--- config.mk ---
export PLATFORM = sky130hd
export DESIGN_NAME = mission_transfer_protocol_engine
export DESIGN_NICKNAME = d
export VERILOG_FILES = /design/src/rtl/mtpe_pkg.sv /design/src/rtl/mtpe_step.sv /design/src/rtl/mission_transfer_protocol_engine.sv
export VERILOG_INCLUDE_DIRS = /design/src /design/src/rtl
export SDC_FILE = /design/constraint.sdc
export NUM_CORES = 1
export LEC_CHECK = 0
export ABC_AREA = 0
export BUFFER_PORTS_ARGS = -buffer_cell sky130_fd_sc_hd__buf_4
export CAP_MARGIN = 10
export CORE_ASPECT_RATIO = 1.2
export CORE_MARGIN = 10
export CORE_UTILIZATION = 60
export DETAILED_ROUTE_END_ITERATION = 8
export PLACE_DENSITY = 0.79
export SLEW_MARGIN = 30
export SYNTH_ARGS = -nofsm -noshare
export SYNTH_HDL_FRONTEND = slang
export SYNTH_HIERARCHICAL = 1
export SYNTH_SLANG_ARGS = --single-unit
--- constraint.sdc ---
create_clock -name i_clk -period 7.9 [get_ports i_clk]
set_clock_uncertainty 0.15 [all_clocks]
set_input_delay 1.58 -clock i_clk [delete_from_list [all_inputs] [get_ports i_clk]]
set_output_delay 1.58 -clock i_clk [all_outputs]
set_load 0.05 [all_outputs]
--- src/rtl/assert_macros.svh ---
// ----------------------------------------------------------------------------
// assert_macros.svh
// shared concurrent assertion macros, clocked on i_clk, off during reset
// ----------------------------------------------------------------------------
`ifndef ASSERT_MACROS_SVH
`define ASSERT_MACROS_SVH

// implication or plain property checked at every clock edge out of reset
`define MTPE_ASSERT(label, prop, msg) \
    label: assert property (@(posedge i_clk) disable iff (!i_rst_n) (prop)) \
        else $error(msg);

// antecedent holds, consequent must follow on the next edge
`define MTPE_ASSERT_NEXT(label, ante, cons, msg) \
    label: assert property (@(posedge i_clk) disable iff (!i_rst_n) \
        (ante) |=> (cons)) else $error(msg);

`endif

--- src/rtl/mtpe_pkg.sv ---
// ----------------------------------------------------------------------------
// mtpe_pkg
// types, codes and constants of the mission transfer protocol engine
// ----------------------------------------------------------------------------
package mtpe_pkg;

    localparam logic [15:0] TIMEOUT_RESET = 16'd1000;
    localparam logic [3:0]  RETRY_RESET   = 4'd3;
    localparam logic        GOTO_RESET    = 1'b1;

    typedef enum logic [3:0] {
        CMD_TICK    = 4'd0,
        CMD_ITEM    = 4'd1,
        CMD_REQUEST = 4'd2,
        CMD_CURRENT = 4'd3,
        CMD_COUNT   = 4'd4,
        CMD_ACK     = 4'd5,
        CMD_PULL    = 4'd6,
        CMD_PUSH    = 4'd7,
        CMD_CLEAR   = 4'd8,
        CMD_SETCUR  = 4'd9,
        CMD_GOTO    = 4'd10
    } t_cmd;

    typedef enum logic [2:0] {
        PH_IDLE   = 3'd0,
        PH_RXLIST = 3'd1,
        PH_RXITEM = 3'd2,
        PH_TXLIST = 3'd3,
        PH_TXITEM = 3'd4,
        PH_CLEAR  = 3'd5,
        PH_SETCUR = 3'd6
    } t_phase;

    typedef enum logic [2:0] {
        SEND_NONE      = 3'd0,
        SEND_REQ_LIST  = 3'd1,
        SEND_REQUEST   = 3'd2,
        SEND_COUNT     = 3'd3,
        SEND_ITEM      = 3'd4,
        SEND_CLEAR_ALL = 3'd5,
        SEND_SET_CUR   = 3'd6,
        SEND_ACK_OK    = 3'd7
    } t_send_kind;

    typedef enum logic [3:0] {
        EV_NONE       = 4'd0,
        EV_LIST_RX    = 4'd1,
        EV_PUSH_DONE  = 4'd2,
        EV_PUSH_FAIL  = 4'd3,
        EV_CLEARED    = 4'd4,
        EV_CLEAR_FAIL = 4'd5,
        EV_ACTIVE     = 4'd6,
        EV_TIMEOUT    = 4'd7,
        EV_BUSY       = 4'd8,
        EV_MISMATCH   = 4'd9,
        EV_OUT_RANGE  = 4'd10,
        EV_IGNORED    = 4'd11
    } t_event;

    localparam logic [1:0] CFG_TIMEOUT = 2'd0;
    localparam logic [1:0] CFG_RETRY   = 2'd1;
    localparam logic [1:0] CFG_GOTO    = 2'd2;

    typedef struct packed {
        logic [15:0] timeout_ticks;
        logic [3:0]  retry_limit;
        logic        goto_supported;
    } t_cfg;

    typedef struct packed {
        logic [3:0]  cmd;
        logic [15:0] seq;
        logic [15:0] count;
        logic [7:0]  ack_type;
    } t_item;

    typedef struct packed {
        t_phase      phase;
        logic [15:0] item_total;
        logic [15:0] next_index;
        logic [15:0] active_index;
        logic [15:0] wanted_active;
        logic [3:0]  retries_left;
        logic [15:0] timer_left;
    } t_state;

    typedef struct packed {
        t_send_kind  send_kind;
        logic [15:0] send_value;
        logic        store_item;
        logic [15:0] store_index;
        t_event      event_res;
        logic [15:0] event_value;
    } t_result;

endpackage

--- src/rtl/mtpe_step.sv ---
// ----------------------------------------------------------------------------
// mtpe_step
// next state and result of the protocol engine for one transaction
// ----------------------------------------------------------------------------
module mtpe_step import mtpe_pkg::*; (
    input  t_cfg    i_cfg,
    input  t_state  i_state,
    input  t_item   i_item,
    output t_state  o_state,
    output t_result o_res
);

    logic [16:0] next_plus1;
    logic [16:0] total_ext;
    logic [16:0] seq_ext;
    logic [15:0] reload;
    logic [15:0] timer_dec;
    logic        last_item;

    assign next_plus1 = {1'b0, i_state.next_index} + 17'd1;
    assign total_ext  = {1'b0, i_state.item_total};
    assign seq_ext    = {1'b0, i_item.seq};
    assign reload     = (i_cfg.timeout_ticks == 16'd0) ? 16'd1 : i_cfg.timeout_ticks;
    assign timer_dec  = i_state.timer_left - 16'd1;
    assign last_item  = (i_state.item_total == 16'd0) || (next_plus1 == total_ext);

    always_comb begin
        o_state = i_state;
        o_res   = '0;
        o_res.send_kind = SEND_NONE;
        o_res.event_res = EV_NONE;

        if ((i_item.cmd inside {[CMD_PULL:CMD_GOTO]}) && (i_state.phase != PH_IDLE)) begin
            o_res.event_res = EV_BUSY;
        end else begin
            case (i_item.cmd)
                CMD_TICK: begin
                    if (i_state.timer_left != 16'd0) begin
                        o_state.timer_left = timer_dec;
                        if (timer_dec == 16'd0) begin
                            if (i_state.retries_left != 4'd0) begin
                                o_state.retries_left = i_state.retries_left - 4'd1;
                                o_state.timer_left   = reload;
                                // resend whatever the phase last put on the link
                                case (i_state.phase)
                                    PH_RXLIST: o_res.send_kind = SEND_REQ_LIST;
                                    PH_RXITEM: begin
                                        o_res.send_kind  = SEND_REQUEST;
                                        o_res.send_value = i_state.next_index;
                                    end
                                    PH_TXLIST: begin
                                        o_res.send_kind  = SEND_COUNT;
                                        o_res.send_value = i_state.item_total;
                                    end
                                    PH_TXITEM: begin
                                        if (i_state.next_index < i_state.item_total) begin
                                            o_res.send_kind  = SEND_ITEM;
                                            o_res.send_value = i_state.next_index;
                                        end
                                    end
                                    PH_CLEAR: o_res.send_kind = SEND_CLEAR_ALL;
                                    PH_SETCUR: begin
                                        o_res.send_kind  = SEND_SET_CUR;
                                        o_res.send_value = i_state.wanted_active;
                                    end
                                    default: o_res.send_kind = SEND_NONE;
                                endcase
                            end else begin
                                o_state.phase      = PH_IDLE;
                                o_state.timer_left = 16'd0;
                                o_res.event_res    = EV_TIMEOUT;
                            end
                        end
                    end
                end
                CMD_ITEM: begin
                    if (i_state.phase != PH_RXITEM) begin
                        o_res.event_res = EV_IGNORED;
                    end else if (i_item.seq != i_state.next_index) begin
                        o_res.event_res = EV_MISMATCH;
                    end else begin
                        o_res.store_item   = 1'b1;
                        o_res.store_index  = i_state.next_index;
                        o_state.next_index = next_plus1[15:0];
                        if (next_plus1 < total_ext) begin
                            o_state.retries_left = i_cfg.retry_limit;
                            o_state.timer_left   = reload;
                            o_res.send_kind      = SEND_REQUEST;
                            o_res.send_value     = next_plus1[15:0];
                        end else begin
                            o_state.phase      = PH_IDLE;
                            o_state.timer_left = 16'd0;
                            o_res.send_kind    = SEND_ACK_OK;
                            o_res.event_res    = EV_LIST_RX;
                        end
                    end
                end
                CMD_REQUEST: begin
                    if (!((i_state.phase == PH_TXLIST && i_item.seq == 16'd0) ||
                          i_state.phase == PH_TXITEM)) begin
                        o_res.event_res = EV_IGNORED;
                    end else if (seq_ext != {1'b0, i_state.next_index} &&
                                 seq_ext != next_plus1) begin
                        o_res.event_res = EV_MISMATCH;
                    end else begin
                        o_state.retries_left = i_cfg.retry_limit;
                        o_state.timer_left   = reload;
                        if (i_item.seq < i_state.item_total) begin
                            o_state.phase      = PH_TXITEM;
                            o_state.next_index = i_item.seq;
                            o_res.send_kind    = SEND_ITEM;
                            o_res.send_value   = i_item.seq;
                        end else begin
                            o_res.event_res   = EV_OUT_RANGE;
                            o_res.event_value = i_item.seq;
                        end
                    end
                end
                CMD_CURRENT: begin
                    if (i_state.phase == PH_SETCUR) begin
                        o_state.phase        = PH_IDLE;
                        o_state.timer_left   = 16'd0;
                        o_state.active_index = i_item.seq;
                        o_res.event_res      = EV_ACTIVE;
                        o_res.event_value    = i_item.seq;
                    end else if (i_state.phase == PH_IDLE &&
                                 i_state.active_index != i_item.seq) begin
                        o_state.active_index = i_item.seq;
                        o_res.event_res      = EV_ACTIVE;
                        o_res.event_value    = i_item.seq;
                    end
                end
                CMD_COUNT: begin
                    if (i_state.phase != PH_RXLIST) begin
                        o_res.event_res = EV_IGNORED;
                    end else begin
                        o_state.item_total = i_item.count;
                        o_state.next_index = 16'd0;
                        if (i_item.count != 16'd0) begin
                            o_state.phase        = PH_RXITEM;
                            o_state.retries_left = i_cfg.retry_limit;
                            o_state.timer_left   = reload;
                            o_res.send_kind      = SEND_REQUEST;
                        end else begin
                            o_state.phase      = PH_IDLE;
                            o_state.timer_left = 16'd0;
                            o_res.send_kind    = SEND_ACK_OK;
                            o_res.event_res    = EV_LIST_RX;
                        end
                    end
                end
                CMD_ACK: begin
                    if (i_state.phase == PH_TXLIST || i_state.phase == PH_TXITEM) begin
                        o_state.phase      = PH_IDLE;
                        o_state.timer_left = 16'd0;
                        if (last_item && i_item.ack_type == 8'd0) begin
                            o_res.event_res = EV_PUSH_DONE;
                        end else begin
                            o_res.event_res   = EV_PUSH_FAIL;
                            o_res.event_value = {8'd0, i_item.ack_type};
                        end
                    end else if (i_state.phase == PH_CLEAR) begin
                        o_state.phase      = PH_IDLE;
                        o_state.timer_left = 16'd0;
                        if (i_item.ack_type != 8'd0) begin
                            o_res.event_res   = EV_CLEAR_FAIL;
                            o_res.event_value = {8'd0, i_item.ack_type};
                        end else begin
                            o_res.event_res = EV_CLEARED;
                        end
                    end else begin
                        o_res.event_res = EV_IGNORED;
                    end
                end
                CMD_PULL: begin
                    o_state.phase        = PH_RXLIST;
                    o_state.item_total   = 16'd0;
                    o_state.retries_left = i_cfg.retry_limit;
                    o_state.timer_left   = reload;
                    o_res.send_kind      = SEND_REQ_LIST;
                end
                CMD_PUSH: begin
                    o_state.phase        = PH_TXLIST;
                    o_state.item_total   = i_item.count;
                    o_state.next_index   = 16'd0;
                    o_state.retries_left = i_cfg.retry_limit;
                    o_state.timer_left   = reload;
                    o_res.send_kind      = SEND_COUNT;
                    o_res.send_value     = i_item.count;
                end
                CMD_CLEAR: begin
                    o_state.phase        = PH_CLEAR;
                    o_state.retries_left = i_cfg.retry_limit;
                    o_state.timer_left   = reload;
                    o_res.send_kind      = SEND_CLEAR_ALL;
                end
                CMD_SETCUR: begin
                    o_state.phase         = PH_SETCUR;
                    o_state.wanted_active = i_item.seq;
                    o_state.retries_left  = i_cfg.retry_limit;
                    o_state.timer_left    = reload;
                    o_res.send_kind       = SEND_SET_CUR;
                    o_res.send_value      = i_item.seq;
                end
                CMD_GOTO: begin
                    if (!i_cfg.goto_supported) begin
                        o_res.event_res = EV_IGNORED;
                    end else begin
                        // a goto is a one-item push
                        o_state.phase        = PH_TXITEM;
                        o_state.item_total   = 16'd1;
                        o_state.next_index   = 16'd0;
                        o_state.retries_left = i_cfg.retry_limit;
                        o_state.timer_left   = reload;
                        o_res.send_kind      = SEND_ITEM;
                    end
                end
                default: o_res.event_res = EV_IGNORED;
            endcase
        end
    end

endmodule

--- src/rtl/mission_transfer_protocol_engine.sv ---
// ----------------------------------------------------------------------------
// mission_transfer_protocol_engine
// client side of a mission list transfer: pull, push, clear, set current, goto
// ----------------------------------------------------------------------------
// Every accepted transaction (a local command, a received link message or a
// timer tick) gives exactly one result transaction: the message to send, the
// store slot of a received item and an event. One transaction is accepted per
// clock cycle unless back-pressure stalls the input side; it passes through the
// input register and then the result register, and the protocol state is
// updated in that same single pass. Back-pressure on the result side stalls
// the input side only once both registers are full. Configuration is written
// through its own channel, which is always ready.
`include "assert_macros.svh"

module mission_transfer_protocol_engine import mtpe_pkg::*; (
    input  logic        i_clk,
    input  logic        i_rst_n,
    // configuration write channel
    input  logic        i_cfg_valid,
    output logic        o_cfg_ready,
    input  logic [1:0]  i_cfg_index,
    input  logic [15:0] i_cfg_data,
    // input stream
    input  logic        s_axis_tvalid,
    output logic        s_axis_tready,
    input  logic [39:0] s_axis_tdata,   // seq [15:0], count [31:16], ack_type [39:32]
    input  logic [3:0]  s_axis_tuser,   // cmd [3:0]
    // result stream
    output logic        m_axis_tvalid,
    input  logic        m_axis_tready,
    output logic [47:0] m_axis_tdata,   // send_value [15:0], store_index [31:16],
                                        // event_value [47:32]
    output logic [7:0]  m_axis_tuser    // send_kind [2:0], store_item [3], event_res [7:4]
);

    t_cfg    r_cfg;
    t_state  r_state;
    t_state  n_state;
    t_item   r_in;
    logic    r_in_valid;
    t_result n_res;
    t_result r_res;
    logic    r_out_valid;
    logic    advance;

    assign o_cfg_ready   = 1'b1;
    assign advance       = !r_out_valid || m_axis_tready;
    assign s_axis_tready = !r_in_valid || advance;

    always_ff @(posedge i_clk) begin
        if (!i_rst_n) begin
            r_cfg.timeout_ticks  <= TIMEOUT_RESET;
            r_cfg.retry_limit    <= RETRY_RESET;
            r_cfg.goto_supported <= GOTO_RESET;
        end else if (i_cfg_valid) begin
            case (i_cfg_index)
                CFG_TIMEOUT: r_cfg.timeout_ticks  <= i_cfg_data;
                CFG_RETRY:   r_cfg.retry_limit    <= i_cfg_data[3:0];
                CFG_GOTO:    r_cfg.goto_supported <= i_cfg_data[0];
                default:     r_cfg <= r_cfg;
            endcase
        end
    end

    always_ff @(posedge i_clk) begin
        if (!i_rst_n) begin
            r_in_valid <= 1'b0;
        end else if (s_axis_tready) begin
            r_in_valid <= s_axis_tvalid;
        end
    end

    always_ff @(posedge i_clk) begin
        if (s_axis_tready && s_axis_tvalid) begin
            r_in.cmd      <= s_axis_tuser;
            r_in.seq      <= s_axis_tdata[15:0];
            r_in.count    <= s_axis_tdata[31:16];
            r_in.ack_type <= s_axis_tdata[39:32];
        end
    end

    mtpe_step u_step (
        .i_cfg   (r_cfg),
        .i_state (r_state),
        .i_item  (r_in),
        .o_state (n_state),
        .o_res   (n_res)
    );

    always_ff @(posedge i_clk) begin
        if (!i_rst_n) begin
            r_state.phase         <= PH_IDLE;
            r_state.item_total    <= 16'd0;
            r_state.next_index    <= 16'd0;
            r_state.active_index  <= 16'd0;
            r_state.wanted_active <= 16'd0;
            r_state.retries_left  <= 4'd0;
            r_state.timer_left    <= 16'd0;
            r_out_valid           <= 1'b0;
        end else if (advance) begin
            r_out_valid <= r_in_valid;
            if (r_in_valid) begin
                r_state <= n_state;
            end
        end
    end

    always_ff @(posedge i_clk) begin
        if (advance && r_in_valid) begin
            r_res <= n_res;
        end
    end

    assign m_axis_tvalid = r_out_valid;
    assign m_axis_tdata  = {r_res.event_value, r_res.store_index, r_res.send_value};
    assign m_axis_tuser  = {r_res.event_res, r_res.store_item, r_res.send_kind};

    // the progress timer runs exactly while a transfer is open
    `MTPE_ASSERT(a_timer_tracks_phase,
        (r_state.phase == PH_IDLE) == (r_state.timer_left == 16'd0),
        "timer state disagrees with phase")

    // a stored item always comes with a follow-up request or list completion
    `MTPE_ASSERT(a_store_event,
        !(r_out_valid && r_res.store_item) ||
        (r_res.event_res == EV_NONE && r_res.send_kind == SEND_REQUEST) ||
        (r_res.event_res == EV_LIST_RX && r_res.send_kind == SEND_ACK_OK),
        "stored item without matching request or completion")

    // a held input transaction is never dropped while the result side stalls
    `MTPE_ASSERT_NEXT(a_input_kept, r_in_valid && !advance, r_in_valid,
        "input register lost a transaction under back-pressure")

endmodule
== Word level (Yosys, flattened, before mapping) ==
Index checks and enable logic that the tools add are counted.

* Bits in registers: 210
* Latch bits: 0
* Memory bits (writable): 0
* Memory bits (read-only): 0
* Output and inout port bits: 59
* Logic and storage cells: 207
* Memories: 0

* $add $sub $neg: 3
* Multiply operators: 0
* Divide/modulo/power cells: 0
* Magnitude comparators: 5
* Eq/ne operators: 40
* Shift operators: 0
* Multiplexer cells: 88
* Bitwise gates (word level): 2
* Reductions and logical operators: 47

{| class="wikitable"
|+ Operator list
! kind !! count
|-
| $mux W16 || 17
|-
| $mux W20 || 10
|-
| $mux W19 || 9
|-
| $pmux W16 S5 || 2
|-
| $pmux W16 S4 || 2
|-
| $pmux W16 S8 || 1
|-
| $mux W36 || 2
|-
| $mux W35 || 2
|-
| $logic_not A16 Y1 || 4
|-
| $mux W3 || 17
|-
| $mux W4 || 12
|-
| $pmux W16 S3 || 1
|-
| $pmux W3 S11 || 1
|-
| $lt A16 B16 Y1 || 2
|-
| $ne A16 B16 Y1 || 2
|-
| $pmux W4 S8 || 1
|-
| $reduce_bool A16 Y1 || 2
|-
| $pmux W3 S9 || 1
|-
| $mux W8 || 3
|-
| $pmux W4 S6 || 1
|-
| $pmux W3 S6 || 1
|-
| $add A16 B1 Y17 const B || 1
|-
| $eq A17 B16 Y1 || 1
|-
| $lt A17 B16 Y1 || 1
|-
| 45 further kinds || 89
|}

== Longest topological paths before layout ==
* Word-level depth: 7
* Gate-level depth with buffers: 20
* Mapped depth without buffers: 18

== Modules after synthesis ==
Netlist, hierarchy kept.

{| class="wikitable"
|+ By module, submodules not included
! module !! instances !! cells each !! area an instance (um^2) !! seq. area each (um^2)
|-
| mission_transfer_protocol_engine || 1 || 579 || 7,325.8 || 5,205.0
|-
| mtpe_step || 1 || 992 || 6,428.7 || 0.0
|}

== Least setup slack after synthesis ==
Ideal clock, no wire load.

* Path type: register to register
* Start: register r_state[52] (netlist bit)
* End: register r_state[1] (netlist bit)
* Data arrival time: 3.727 ns
* Required time: 7.629 ns
* Slack: 3.901 ns
* Stages on the path, launching flop included: 19
* Buffers on the path: 1
* Period minus slack after synthesis: 3.999 ns
* Path through: dfxtp_1 > buf_2 > nand2_1 > nor3_2 > nand3_1 > nor3_1 > xnor2_1 > inv_1 > ha_1 > o21ai_0 > or2_2 > o211ai_1 > nand2b_1 > nand3_1 > a21oi_1 > nor2_1 > a221o_1 > nand2_1 > mux2i_1

* Longest elaborated chain between the ends: 6
* Elaborated cells on any way between the ends: 12

{| class="wikitable"
|+ RTL lines
! what !! line !! RTL
|-
| start: declaration || mission_transfer_protocol_engine.sv:37 || <nowiki>t_state r_state;</nowiki>
|-
| start signal: assignment || mission_transfer_protocol_engine.sv:103 || <nowiki>r_state <= n_state;</nowiki>
|-
| $add A16 B1 Y17 || mtpe_step.sv:20 || <nowiki>assign next_plus1 = {1'b0, i_state.next_index} + 17'd1;</nowiki>
|-
| $lt A17 B16 Y1 || mtpe_step.sv:85 || <nowiki>if (next_plus1 < total_ext) begin</nowiki>
|-
| $mux W16 || mtpe_step.sv:85 ||
|-
| $mux W20 || mtpe_step.sv:79 || <nowiki>end else if (i_item.seq != i_state.next_index) begin</nowiki>
|-
| $mux W20 || mtpe_step.sv:77 || <nowiki>if (i_state.phase != PH_RXITEM) begin</nowiki>
|-
| $pmux W16 S8 || mtpe_step.sv:36 || <nowiki>case (i_item.cmd)</nowiki>
|}

Parallel ways exist; a longest one is shown, timed or not. The select of a mux whose other input is x is not followed.
A chain may end at the register's enable or synchronous reset.

== Worst setup path in the final report ==
* Start: register r_state[52] (netlist bit)
* End: register r_state[19] (netlist bit)

* Longest elaborated chain between the ends: 5
* Elaborated cells on any way between the ends: 9

{| class="wikitable"
|+ RTL lines
! what
|-
| branches (longest 4 deep; another with $add A16 B1 Y17)
|-
| $reduce_and A15 Y1 (no source line) *
|}

Every way passes the cells marked *.

==> impl_metrics.tcl <==
set metrics [dict create \
    drcViolationCount 0 \
    core_area_um2 22500 \
    multiInputGateArea_um2 7830 \
    fmax_ghz 0.194 \
    clock_latency_ns 0.53 \
    cts-root-buf "clkbuf_16" \
    grt_setup_unrepaired "no" \
    firstDrtPassIters 5 \
    p_per_area_nw_per_um2 172 \
    slew_viol_final 0 \
    worstHoldPathType "flip-flop to flip-flop" \
    p_leak_uw 0.00580 \
    hpwl_mm 30.6 \
    synth-seq-cells 210 \
    yosysUniqueCellTypes 79 \
    viasPerCell 6.66 \
    cp.arrival_ns 5.38 \
    routed_wl_mm 43.9 \
    drive_above_1_share_pct 14.5 \
    cap_violations 0 \
    drt_iter0_markers 1207 \
    grt_pass1_wl_mm 67.5 \
    post_drt_wl_per_cell_um 23.0 \
    syn-num-nets 1690 \
    tightest_slew_ns 1.19 \
    io_buffers 124 \
    rows 60 \
    fin_crit_sh_pct 65.2 \
    final.setup.tns_ns 0 \
    end_kind "flip-flop" \
    fp.dieH_um 186 \
    h-tree-depth 1 \
    rrSetupSlack_ns 2.75 \
    cts_hold_buf 0 \
    n_fill_cell 1880 \
    gp_congestion 1.01 \
    clk_path_buf_depth 3 \
    setup_violations 0 \
    slew_headroom_pct 20.6 \
    syn_area_per_cell_um2 8.76 \
    synth_seq_area_share_pct 37.8 \
    gr-total-overflow 0 \
    synth_ff_type "dfxtp_1" \
    grt_pass1_vias 12300 \
    p_total_uw 2640 \
    postCtsSetupRepairBufs 0 \
    synthCells 1571 \
    async_flop_share_pct 0 \
    clk_pin_slew_ns 0.06 \
    cp.required_ns 8.13 \
    area_growth_pct 11.7 \
    critPathKind "flip-flop to flip-flop" \
    yosysWarnings 6 \
    synth_edf_count 100 \
    num_antenna_cells 0 \
    cts_tree "done" \
    status "finished clean" \
    slowest_delay_ns 0.61 \
    crit_fanout 14 \
    irDropWorstVdd_uv 169 \
    netlist_area_um2 13800 \
    worst_setup_path_start_kind "flip-flop" \
    crit_chain "ha_1 > nand4_1 > nor2_1 > nand3_1 > xnor2_1 > ha_1 > nand4_1 > nor3_1 > a21oi_1 > o211ai_1 > nand2b_1 > nand3_1 > a21oi_1 > nor2_1 > a221o_1 > nand2_1 > mux2i_1" \
    ios 126 \
    ant_nets 0 \
    hold_viol_final 0 \
    seqCellArea_um2 5200 \
    post_cts_resized 0 \
    die_w_um 158 \
    clock-sinks 210 \
    initial_core_util_pct 61.1 \
    grt_max_degree 144 \
    vias 12700 \
    die_area_um2 29400 \
    antenna_found_initial 0 \
    min_period_ns 5.15 \
    grtUsageTotal_pct 29.2 \
    cts_made_buffers 22 \
    nets 1732 \
    slowest_stage "dfxtp_1" \
]
-- sequential cells by signal (all words and copies together), names as in the netlist --
| register | count |
|---|---|
| m_axis_tdata | 48 |
| m_axis_tuser | 8 |
| m_axis_tvalid | 1 |
| r_cfg | 21 |
| r_in | 44 |
| r_in_valid | 1 |
| r_state | 87 |
-- synthesized netlist by cell type (all sizes together), types with 4 or more instances --
cell type  number  area share [%]
o22ai           5            0.23
mux2i         106             7.7
or4b            4            0.29
a221oi          6            0.38
a21oi          56             2.0
mux2           32             2.6
a22o           51             3.2
inv            41             1.1
buf            51             2.4
and3           20            0.91
nand4          21            0.96
o31ai           8            0.51
a31oi          23             1.0
a41oi           4            0.25
dfxtp         110              16
ha             52             4.7
a21boi          6            0.33
o21ai          79             2.9
a211oi         12            0.69
edfxtp        100              22
nor4           33             1.6
nand2         323             8.8
o311ai          4            0.25
or4             9            0.52
and2           15            0.68
xor2           28             1.8
xnor2          30             1.9
nor2b          13            0.65
nor2           58             1.6
nand3          56             2.2
o21a            7            0.38
nor3           31             1.2
or3            10            0.49
a22oi           7            0.38
a211o           8            0.51
clkbuf         74             2.0
a221o           6            0.44
o211ai         15            0.82
a21o            8            0.44
nand2b          9            0.41
-- power by group --
part | total, uW | leakage [uW] | switching, uW | internal [uW]
sequential | 1230 | 0.00183 | 52.1 | 1180
clock | 1040 | 0.000357 | 431 | 611
combinational | 366 | 0.00362 | 235 | 131
-- cells by family after synthesis --
group | synth area share, %
compound gates | 16.2
xor+xnor | 3.69
fa+ha+maj | 4.73
buf+inv | 5.56
flops | 37.8
mux | 10.3
other cells | 0.0273
simple gates | 21.6
-- per-layer routing --
metal / track usage [%] / vias up / wire length, um
met2: 49.2 / 688 / 21100
li1: - / 5798 / -
met4: 18.3 / 0 / 2770
met1: 33.9 / 6007 / 16400
met3: 4.67 / 202 / 3580
met5: 0 / - / 0
-- critical path: cells and delay by family (launching register included) --
kind | cells | cell delay (ns)
adders and majority gates | 2 | 0.73
AOI/OAI and AO/OA | 4 | 1.20
DFF | 1 | 0.61
muxes | 1 | 0.07
and+or+nand+nor | 9 | 1.99
xor gates and xnor gates | 1 | 0.25
-- through the flow --
| stage | instance area [um2] | hold WS, ns | worst slack [ns] | util, % | std cells |
|---|---|---|---|---|---|
| 2_1_floorplan | 13800 | 0.279 | 3.90 | - | 1571 |
| 3_3_place_gp | 14600 | 0.305 | 3.04 | 64.9 | 1868 |
| 3_5_place_dp | 14600 | 0.315 | 2.89 | 64.9 | 1868 |
| 4_1_cts | 15300 | 0.322 | 2.90 | 68.1 | 1907 |
| 5_1_grt | 15400 | 0.347 | 2.27 | 68.2 | 1907 |
| 6_report | 15400 | 0.321 | 2.75 | 68.2 | 1907 |
-- layout by cell type, fill, tap and decap left out, types with 9 or more instances in the layout --
cell type / count
o211ai_1: 15
a21oi_1: 56
nand4_1: 21
inv_1: 40
nor3_1: 29
ha_1: 52
xor2_1: 28
nand3_1: 54
xnor2_1: 30
buf_4: 140
nor2_1: 57
nand2b_1: 9
or3_1: 9
nor4_1: 31
a22o_1: 51
clkbuf_16: 23
nor2b_1: 10
a31oi_1: 23
a211oi_1: 9
nand2_1: 323
o21ai_0: 79
and3_1: 20
mux2i_1: 106
dfxtp_1: 110
and2_1: 14
mux2_2: 32
edfxtp_1: 100
-- final timing paths --
| kind | cells past startpoint | from | end |
|---|---|---|---|
| hold / removal | 2 | r_cfg[20] | r_cfg[20] |
| setup reg to reg | 17 | r_state[52] | r_state[19] |
| setup / recovery | 17 | r_state[52] | r_state[19] |
| hold reg to reg | 2 | r_cfg[20] | r_cfg[20] |
-- layout make-up --
type	instances	area share, %
clock buffers	26	3.95
clock inverters	13	0.758
inverters	41	1.00
multi-input cells	1195	51.0
flip-flops and latches	210	33.9
well taps	279	2.27
repair buffers	143	7.12
Power figures use the tool's default switching activity.
